--- src/rtl/core/gcdlcm_pkg.sv ---
package gcdlcm_pkg;

    // Operand bits actually used; upper input bits are ignored.
    localparam int OPW   = 32;
    localparam int IN_W  = 32;
    localparam int ANS_W = 64;
    localparam int CNT_W = $clog2(OPW + 1);

    localparam logic FUNC_GCD = 1'b0;
    localparam logic FUNC_LCM = 1'b1;

    typedef enum logic [5:0] {
        S_IDLE   = 6'b000001,
        S_DIV    = 6'b000010,
        S_CHECK  = 6'b000100,
        S_QUOT   = 6'b001000,
        S_MUL    = 6'b010000,
        S_FINISH = 6'b100000
    } t_state;

    // controller -> datapath
    typedef struct packed {
        logic load;         // capture operands, start first remainder
        logic div_step;     // one restoring division step
        logic euclid_next;  // (big, small) <= (small, rem), restart divider
        logic lcm_init;     // start a / gcd
        logic mul;          // product <= quotient * b
        logic out_load;     // fill the output register
    } t_cmd;

    // datapath -> controller
    typedef struct packed {
        logic zero_in;      // an incoming operand is zero
        logic div_last;     // current step is the last of a division
        logic rem_zero;     // remainder of finished division is zero
        logic func;         // latched function select
    } t_sts;

endpackage

--- src/rtl/core/gcdlcm_dp.sv ---
module gcdlcm_dp (
    input  logic                       i_clk,
    input  logic                       i_rst_n,
    input  gcdlcm_pkg::t_cmd           i_cmd,
    output gcdlcm_pkg::t_sts           o_sts,
    input  logic                       i_func,
    input  logic [gcdlcm_pkg::IN_W-1:0]  i_left_operand,
    input  logic [gcdlcm_pkg::IN_W-1:0]  i_right_operand,
    output logic [gcdlcm_pkg::ANS_W-1:0] o_answer,
    output logic                       o_zero_operand
);
    import gcdlcm_pkg::*;

    logic [OPW-1:0]   a_in;
    logic [OPW-1:0]   b_in;
    logic [OPW-1:0]   r_a;
    logic [OPW-1:0]   r_b;
    logic             r_func;
    logic             r_zero;
    logic [OPW-1:0]   r_dvd;    // dividend shifting out, quotient shifting in
    logic [OPW-1:0]   r_rem;
    logic [OPW-1:0]   r_small;  // divisor; holds the gcd when done
    logic [CNT_W-1:0] r_cnt;
    logic [2*OPW-1:0] r_prod;
    logic [ANS_W-1:0] r_answer;
    logic             r_zflag;

    logic [OPW:0]     rem_sh;
    logic [OPW:0]     diff;
    logic             qbit;

    assign a_in = i_left_operand[OPW-1:0];
    assign b_in = i_right_operand[OPW-1:0];

    assign rem_sh = {r_rem, r_dvd[OPW-1]};
    assign diff   = rem_sh - {1'b0, r_small};
    assign qbit   = ~diff[OPW];

    assign o_sts.zero_in  = (a_in == '0) || (b_in == '0);
    assign o_sts.div_last = (r_cnt == CNT_W'(1));
    assign o_sts.rem_zero = (r_rem == '0);
    assign o_sts.func     = r_func;

    always_ff @(posedge i_clk) begin
        if (!i_rst_n) begin
            r_cnt <= '0;
        end else if (i_cmd.load || i_cmd.euclid_next || i_cmd.lcm_init) begin
            r_cnt <= CNT_W'(OPW);
        end else if (i_cmd.div_step) begin
            r_cnt <= r_cnt - CNT_W'(1);
        end
    end

    always_ff @(posedge i_clk) begin
        if (i_cmd.load) begin
            r_a     <= a_in;
            r_b     <= b_in;
            r_func  <= i_func;
            r_zero  <= (a_in == '0) || (b_in == '0);
            r_rem   <= '0;
            r_dvd   <= (a_in > b_in) ? a_in : b_in;
            r_small <= (a_in > b_in) ? b_in : a_in;
        end else if (i_cmd.div_step) begin
            r_rem <= qbit ? diff[OPW-1:0] : rem_sh[OPW-1:0];
            r_dvd <= {r_dvd[OPW-2:0], qbit};
        end else if (i_cmd.euclid_next) begin
            r_dvd   <= r_small;
            r_small <= r_rem;
            r_rem   <= '0;
        end else if (i_cmd.lcm_init) begin
            r_dvd <= r_a;
            r_rem <= '0;
        end
        if (i_cmd.mul) begin
            r_prod <= r_dvd * r_b;
        end
        if (i_cmd.out_load) begin
            r_zflag <= r_zero;
            if (r_zero) begin
                r_answer <= '0;
            end else if (r_func == FUNC_LCM) begin
                r_answer <= ANS_W'(r_prod);
            end else begin
                r_answer <= ANS_W'(r_small);
            end
        end
    end

    assign o_answer       = r_answer;
    assign o_zero_operand = r_zflag;

    a_step_in_range: assert property (@(posedge i_clk) disable iff (!i_rst_n)
        i_cmd.div_step |-> (r_cnt != '0))
        else $error("division step with exhausted counter");

    a_zero_gives_zero: assert property (@(posedge i_clk) disable iff (!i_rst_n)
        (i_cmd.out_load && r_zero) |=> (o_answer == '0 && o_zero_operand))
        else $error("zero operand did not give zero answer");

    a_cnt_bound: assert property (@(posedge i_clk) disable iff (!i_rst_n)
        r_cnt <= CNT_W'(OPW))
        else $error("division counter out of range");

endmodule

--- src/rtl/core/gcdlcm_ctrl.sv ---
module gcdlcm_ctrl (
    input  logic             i_clk,
    input  logic             i_rst_n,
    input  logic             i_in_valid,
    output logic             o_in_ready,
    output logic             o_out_valid,
    input  logic             i_out_ready,
    input  gcdlcm_pkg::t_sts i_sts,
    output gcdlcm_pkg::t_cmd o_cmd
);
    import gcdlcm_pkg::*;

    t_state r_state;
    t_state n_state;
    logic   r_out_valid;

    always_comb begin
        n_state    = r_state;
        o_cmd      = '0;
        o_in_ready = 1'b0;
        case (r_state)
            S_IDLE: begin
                o_in_ready = 1'b1;
                if (i_in_valid) begin
                    o_cmd.load = 1'b1;
                    n_state    = i_sts.zero_in ? S_FINISH : S_DIV;
                end
            end
            S_DIV: begin
                o_cmd.div_step = 1'b1;
                if (i_sts.div_last) begin
                    n_state = S_CHECK;
                end
            end
            S_CHECK: begin
                if (!i_sts.rem_zero) begin
                    o_cmd.euclid_next = 1'b1;
                    n_state           = S_DIV;
                end else if (i_sts.func == FUNC_LCM) begin
                    o_cmd.lcm_init = 1'b1;
                    n_state        = S_QUOT;
                end else begin
                    n_state = S_FINISH;
                end
            end
            S_QUOT: begin
                o_cmd.div_step = 1'b1;
                if (i_sts.div_last) begin
                    n_state = S_MUL;
                end
            end
            S_MUL: begin
                o_cmd.mul = 1'b1;
                n_state   = S_FINISH;
            end
            S_FINISH: begin
                if (!r_out_valid || i_out_ready) begin
                    o_cmd.out_load = 1'b1;
                    n_state        = S_IDLE;
                end
            end
            default: begin
                n_state = S_IDLE;
            end
        endcase
    end

    always_ff @(posedge i_clk) begin
        if (!i_rst_n) begin
            r_state     <= S_IDLE;
            r_out_valid <= 1'b0;
        end else begin
            r_state <= n_state;
            if (o_cmd.out_load) begin
                r_out_valid <= 1'b1;
            end else if (i_out_ready) begin
                r_out_valid <= 1'b0;
            end
        end
    end

    assign o_out_valid = r_out_valid;

    a_accept_leaves_idle: assert property (@(posedge i_clk) disable iff (!i_rst_n)
        (i_in_valid && o_in_ready) |=> (r_state != S_IDLE))
        else $error("accepted transfer did not start work");

    a_no_overwrite: assert property (@(posedge i_clk) disable iff (!i_rst_n)
        o_cmd.out_load |-> (!r_out_valid || i_out_ready))
        else $error("result register overwritten while pending");

    a_ready_only_idle: assert property (@(posedge i_clk) disable iff (!i_rst_n)
        o_in_ready |-> (o_cmd.div_step == 1'b0 && o_cmd.mul == 1'b0))
        else $error("input ready while datapath busy");

endmodule

--- src/rtl/core/gcd_lcm_unit_core.sv ---
// Channel   Valid        Ready        Payload
// input     i_in_valid   o_in_ready   i_func, i_left_operand, i_right_operand
// output    o_out_valid  i_out_ready  o_answer, o_zero_operand
//
// One item at a time; a shared restoring divider gives one quotient bit per
// cycle, and each remainder is followed by a check state.
// gcd runs k remainder steps (k <= 45 at 32 bits); lcm adds a / gcd on the
// same divider and the 32x32 multiply. A zero operand goes straight to finish.
// Synchronous active-low reset clears the controller and the output valid.
// A stalled result holds the next one in its final state until the slot frees.
module gcd_lcm_unit_core (
    input  logic                         i_clk,
    input  logic                         i_rst_n,
    input  logic                         i_in_valid,
    output logic                         o_in_ready,
    input  logic                         i_func,
    input  logic [gcdlcm_pkg::IN_W-1:0]  i_left_operand,
    input  logic [gcdlcm_pkg::IN_W-1:0]  i_right_operand,
    output logic                         o_out_valid,
    input  logic                         i_out_ready,
    output logic [gcdlcm_pkg::ANS_W-1:0] o_answer,
    output logic                         o_zero_operand
);
    import gcdlcm_pkg::*;

    // command and status between sequencer and datapath
    t_cmd cmd;
    t_sts sts;

    gcdlcm_ctrl u_ctrl (
        .i_clk       (i_clk),
        .i_rst_n     (i_rst_n),
        .i_in_valid  (i_in_valid),
        .o_in_ready  (o_in_ready),
        .o_out_valid (o_out_valid),
        .i_out_ready (i_out_ready),
        .i_sts       (sts),
        .o_cmd       (cmd)
    );

    // operands, shared divider, multiplier and result register
    gcdlcm_dp u_dp (
        .i_clk           (i_clk),
        .i_rst_n         (i_rst_n),
        .i_cmd           (cmd),
        .o_sts           (sts),
        .i_func          (i_func),
        .i_left_operand  (i_left_operand),
        .i_right_operand (i_right_operand),
        .o_answer        (o_answer),
        .o_zero_operand  (o_zero_operand)
    );

endmodule

--- config.mk ---
export PLATFORM = sky130hd
export DESIGN_NAME = gcd_lcm_unit_core
export DESIGN_NICKNAME = d
export VERILOG_FILES = /design/src/rtl/core/gcdlcm_pkg.sv /design/src/rtl/core/gcdlcm_dp.sv /design/src/rtl/core/gcdlcm_ctrl.sv /design/src/rtl/core/gcd_lcm_unit_core.sv
export SDC_FILE = /design/constraint.sdc
export NUM_CORES = 2
export LEC_CHECK = 0
export BUFFER_PORTS_ARGS = -buffer_cell sky130_fd_sc_hd__buf_4
export CORE_MARGIN = 4
export CORE_UTILIZATION = 57
export CTS_CLUSTER_SIZE = 24
export DETAILED_ROUTE_END_ITERATION = 6
export HOLD_SLACK_MARGIN = 0.03
export PLACE_DENSITY_LB_ADDON = 0.3
export SYNTH_ARGS = -nofsm -noshare
export SYNTH_HDL_FRONTEND = slang
export SYNTH_SLANG_ARGS = --single-unit
--- constraint.sdc ---
create_clock -name i_clk -period 6.72 [get_ports i_clk]
set_clock_uncertainty 0.1 [all_clocks]
set_input_delay 2.016 -clock i_clk [delete_from_list [all_inputs] [get_ports i_clk]]
set_output_delay 2.016 -clock i_clk [all_outputs]
set_load 0.05 [all_outputs]
# Yosys cells after proc, flatten, opt, wreduce, memory -nomap -nowiden
# Cells that the tools add are included.
[classes]
n_addsub = 2
n_mul = 1
n_lt_le_gt_ge = 1
eq_ne = 12
mux = 37
n_bitwise = 3
n_reduce_logical = 18
[op_table]
columns = ["cell", "n"]
rows = [
  ["two-way mux 32 bit", 14],
  ["logical NOT 32 bit", 3],
  ["multiplier 32 x 32 -> 64 bit", 1],
  ["two-way mux 6 bit", 9],
  ["one-hot mux 6 bit (6 select lines)", 1],
  ["subtractor 33 x 32 -> 33 bit", 1],
  ["> comparator 32 bit", 1],
  ["equality test 6 x 1 -> 1 bit (second input constant)", 2],
  ["two-way mux 1 bit", 12],
  ["equality test 6 x 2 -> 1 bit (second input constant)", 1],
  ["equality test 6 x 3 -> 1 bit (second input constant)", 1],
  ["equality test 6 x 4 -> 1 bit (second input constant)", 1],
  ["equality test 6 x 5 -> 1 bit (second input constant)", 1],
  ["equality test 6 bit (second input constant)", 1],
  ["inequality test 2 bit (second input constant)", 3],
  ["nonzero test 2 bit", 3],
  ["OR reduction 2 bit", 3],
  ["subtractor 6 x 1 -> 6 bit (second input constant)", 1],
  ["logical OR 1 bit", 4],
  ["inequality test 2 x 1 -> 1 bit (second input constant)", 2],
  ["AND reduction 4 bit", 1],
  ["nonzero test 4 bit", 1],
  ["NOT 1 bit", 3],
  ["nonzero test 3 bit", 1],
  ["3 further kinds", 3],
]
[word_totals]
ff_bits = 304
inputBits = 69
elab_cells = 89

# Logic depth before layout (Yosys ltp)
[logic_depth]
ltp_word = 7
mapped_depth = 29
mapped_depth_nobuf = 28

# Hierarchy
# Synthesis repeated with hierarchy kept, for this count alone.
[unflattened]
cells_unflattened = 5026
hier_area_um2 = 48660.4
[by_module_without_submodules]
columns = ["mod", "instances", "cells_each", "area_each_um2", "seq_area_each_um2"]
rows = [
  ["gcdlcm_dp", 1, 4979, 48235.0, 8538.2],
  ["gcdlcm_ctrl", 1, 47, 425.4, 140.1],
]

# Least setup slack after synthesis
# Ideal clock, no wire load.
[synth_timing]
path_kind = "reg2reg"
startpoint = "register u_dp.r_dvd[29]"
endpoint = "register u_dp.r_prod[51] (data pin)"
setup_time_ns = 0.264
arrival_time_ns = 6.908
t_required_ns = 6.356
slack_ns = -0.551
stages_incl_launch_ff = 28
path_cell_list = "edfxtp_1 clkbuf_1 nand2_1 fa_1 inv_1 fa_1 inv_1 fa_1 fa_1 inv_1 fa_1 fa_1 fa_1 inv_1 fa_1 inv_1 ha_1 clkbuf_1 a21o_1 a21o_1 a21o_1 a31oi_1 nor3_1 o2111ai_1 o2bb2ai_1 o21ai_0 a221oi_1 xnor2_1"
[synth_between]
elab_chain_len = 1
[synth_rtl]
columns = ["item", "line", "source"]
rows = [
  ["from (decl)", "gcdlcm_dp.sv:20", "logic [OPW-1:0] r_dvd;"],
  ["from (signal assigned)", "gcdlcm_dp.sv:61", "r_dvd <= (a_in > b_in) ? a_in : b_in;"],
  ["from (signal assigned)", "gcdlcm_dp.sv:65", "r_dvd <= {r_dvd[OPW-2:0], qbit};"],
  ["from (signal assigned)", "gcdlcm_dp.sv:67", "r_dvd <= r_small;"],
  ["multiplier 32 x 32 -> 64 bit", "gcdlcm_dp.sv:75", "r_prod <= r_dvd * r_b;"],
  ["to (signal assigned)", "gcdlcm_dp.sv:75", ""],
  ["to (decl)", "gcdlcm_dp.sv:24", "logic [2*OPW-1:0] r_prod;"],
]
# No other way between the ends.
# A chain may end at the register's enable or synchronous reset.

# Worst setup path after layout
[layout_timing]
startpoint = "register u_dp.r_dvd[12]"
endpoint = "register u_dp.r_prod[62] (data pin)"
# Same word-level chain as after synthesis.

==> results.sh <==
export IMPL_r2r_setup_slack_ps=-940
export IMPL_synth_area_top_cells="fa_1, edfxtp_1, ha_1"
export IMPL_h_tree_depth=2
export IMPL_avgSynthCellArea_um2=9.70
export IMPL_yosysTopAreaCell="fa_1"
export IMPL_antenna_found_initial=7
export IMPL_vias=37000
export IMPL_cts_buffer_depth=3
export IMPL_wl_per_cell_um=22.3
export IMPL_worstMarginPinSlew_ps=1080
export IMPL_grtUsageTotal_pct=32.9
export IMPL_status="finished with violations"
export IMPL_place_hpwl_um=115000
export IMPL_viasPerCell=5.75
export IMPL_hold_path_end="u_dp.o_answer[44]"
export IMPL_fp_coreArea_um2=83600
export IMPL_ff2ff_path_depth=28
export IMPL_clock_latency_ps=590
export IMPL_grt_pass1_vias=38700
export IMPL_endpoint_kind="register"
export IMPL_crit_fanout=19
export IMPL_rsz0062_at_grt="true"
export IMPL_ys_warn_count=0
export IMPL_nNetsFinal=6613
export IMPL_postSynthCellCount=4943
export IMPL_synth_top_area_share_pct=37.4
export IMPL_grt_start_max_net_pins=64
export IMPL_r2r_end="u_dp.r_prod[62]"
export IMPL_violations="setup timing"
export IMPL_path_clk_slew_ps=60
export IMPL_die_y_um=298
export IMPL_crit_slowest_cell="fa_1"
export IMPL_dr_pass1_iters=6
export IMPL_rows=106
export IMPL_grt_first_pass_wirelength_um=225000
export IMPL_critPathMaxStageDelay_ps=550
export IMPL_cts_tree="built"
export IMPL_clock_sinks=304
export IMPL_crit_top_cell="fa_1"
export IMPL_pre_cts_ws_ps=-1130
export IMPL_hold_path_startpoint="u_dp.r_prod[44]"
export IMPL_ctsHoldBuffers=0
export IMPL_setup_worst_path_start_class="register"
export IMPL_synth_edf_count=259
export IMPL_drc_errors=0
export IMPL_setup_violations_final=45
export IMPL_area_growth_pct=17.4
export IMPL_synth_seq_cells=304
export IMPL_crit_arrival_ps=7880
export IMPL_gp_congestion=0.983
export IMPL_cts_root_buf="clkbuf_16"
export IMPL_synth_distinct_cells=68
export IMPL_io_buffers=135
export IMPL_period_share_pct=114
export IMPL_initial_utilization_pct=57.4
export IMPL_grt_overflow_total=0
export IMPL_synthArstFlopShare_pct=0
export IMPL_cts_buffers=36
export IMPL_hp_class="register to register"
export IMPL_crit_required_ps=6940
export IMPL_drt_wl_total_um=144000
export IMPL_criticalPathCategory="register to register"
export IMPL_cap_violations=0
export IMPL_finalCriticalPeriod_ps=7660
export IMPL_pin_count=136
export IMPL_fin_ws_ps=-944
export IMPL_die_area_um2=88900
export IMPL_drive_above_1_share_pct=15.8
export IMPL_hold_violations=0
export IMPL_fmaxAchievable_ghz=0.130
export IMPL_synth_fp_nets=6238
export IMPL_synthFlopType="edfxtp_1"
export IMPL_ant_nets=0
export IMPL_yosysSeqAreaShare_pct=18.1
export IMPL_hold_depth=1
export IMPL_netlist_area_um2=48000
export IMPL_timing_rr_start="u_dp.r_dvd[12]"
export IMPL_dr_first_iter_drc_count=3238
export IMPL_dieWidth_um=298
export IMPL_slew_viol_final=0
export IMPL_max_slew_margin_pct=27.8
-- critical path: cells and delay by family, from the launching register on --
kind            cells  cell delay, ps
flops               1             410
xor+xnor            1             130
fa+ha+maj           9            4370
simple gates        2             180
buf+inv            10            1050
compound gates      6            1150
-- worst max path at each step --
stage	startpoint	endpoint	slack, ps	cells after the start
after floorplan	u_dp.r_b[20]	u_dp.r_prod[62]	-350	26
after global placement	u_dp.r_dvd[12]	u_dp.r_prod[61]	-1040	26
after detailed placement	u_dp.r_dvd[12]	u_dp.r_prod[61]	-1130	26
after CTS	u_dp.r_b[2]	u_dp.r_prod[62]	-850	26
after global routing	u_dp.r_dvd[12]	u_dp.r_prod[62]	-1170	28
final	u_dp.r_dvd[12]	u_dp.r_prod[62]	-940	28
-- final cells by class --
class | count | area [µm²]
multi-input cells | 3414 | 35900
clock inverters | 27 | 355
inverters | 960 | 3600
fillers | 6420 | 27200
clock buffers | 39 | 912
diodes | 2 | 5.00
flip-flops and latches | 304 | 8680
repair buffers | 602 | 5560
well taps | 1080 | 1350
-- registers in the layout, indices dropped and copies added (netlist names) --
signal and cells:
u_ctrl.o_out_valid 1, u_ctrl.r_state 6, u_dp.o_answer 64, u_dp.o_zero_operand 1, u_dp.r_a 32, u_dp.r_b 32, u_dp.r_cnt 6, u_dp.r_dvd 32
u_dp.r_func 1, u_dp.r_prod 64, u_dp.r_rem 32, u_dp.r_small 32, u_dp.r_zero 1
-- kinds of logic (layout without fill, tap and decap cells) --
logic type	Yosys count	after routing	synth area share (%)
and+or+nand+nor	1519	1519	16.1
adders and majority gates	1226	1226	46.0
buffers and inverters	1225	1628	9.60
AOI/OAI and AO/OA	474	474	6.38
DFF	304	304	18.1
muxes	103	103	2.15
xor gates and xnor gates	92	92	1.68
other	0	2	0
-- routing by layer --
layer  wire length [µm]  track usage (%)  share of wire (%)  up-vias
met3              14800             6.59                 10      318
met5                 38                0              0.026        -
met1              57300             46.1                 40    18700
met2              65200             51.4                 45     1864
li1                   -                -                  -    16100
met4               6290             11.6                4.4        6
-- cells in the final DEF (no fill, tap or decap), types with 12 or more instances in the layout --
master / instances
buf_4: 501
nand2_1: 556
edfxtp_1: 259
and3_1: 13
xnor2_1: 36
o21a_1: 12
o21ai_0: 87
and2_1: 619
dfxtp_1: 45
o311ai_0: 13
a21oi_1: 117
buf_12: 73
nand4_1: 22
nor3_1: 14
nor4_1: 27
mux2i_1: 103
ha_1: 311
clkbuf_16: 36
ha_4: 18
nor2b_1: 16
xnor2_2: 14
inv_1: 954
fa_2: 17
fa_1: 880
buf_6: 25
a21oi_2: 23
o221ai_1: 31
xor2_1: 31
nand3_1: 53
nor2_1: 125
a21o_1: 63
o21bai_1: 13
-- stage by stage --
stage	instances	setup TNS [ps]	utilization [%]	hold WS, ps	cell area (µm²)
after floorplan	4943	-3730	-	324	48400
after global placement	6339	-29140	64.5	399	53900
after detailed placement	6339	-32460	64.5	403	53900
after CTS	6422	-26840	67.0	411	55900
after global routing	6427	-39000	67.4	435	56300
final	6428	-27980	67.4	415	56300
-- synth_stat cells, types with 7 or more instances --
master	count
o221ai_1	32
o21bai_1	16
a21o_1	63
a211oi_1	7
xor2_1	40
o21ai_0	103
clkbuf_1	253
a32oi_1	7
nor2b_1	19
nor2_1	130
inv_1	960
and4_1	8
nand4_1	22
o211ai_1	9
nor3_1	17
xnor2_1	52
nand3_1	57
nor4_1	27
nand2b_1	9
edfxtp_1	259
a31oi_1	15
o311ai_0	13
fa_1	897
ha_1	329
and3_1	14
dfxtp_1	45
buf_1	10
nand2_1	566
mux2i_1	103
o21a_1	13
and2_1	631
a21oi_1	144
-- timing repair --
item	in CTS	in global routing
pin swaps	34	42
cloned	1	0
endpoints found under the setup margin	46	48
setup buffers	16	10
gates resized for setup	123	66
Power is not shown: default switching activity piles up to over one toggle a cycle in this logic, so the estimate is an artifact.
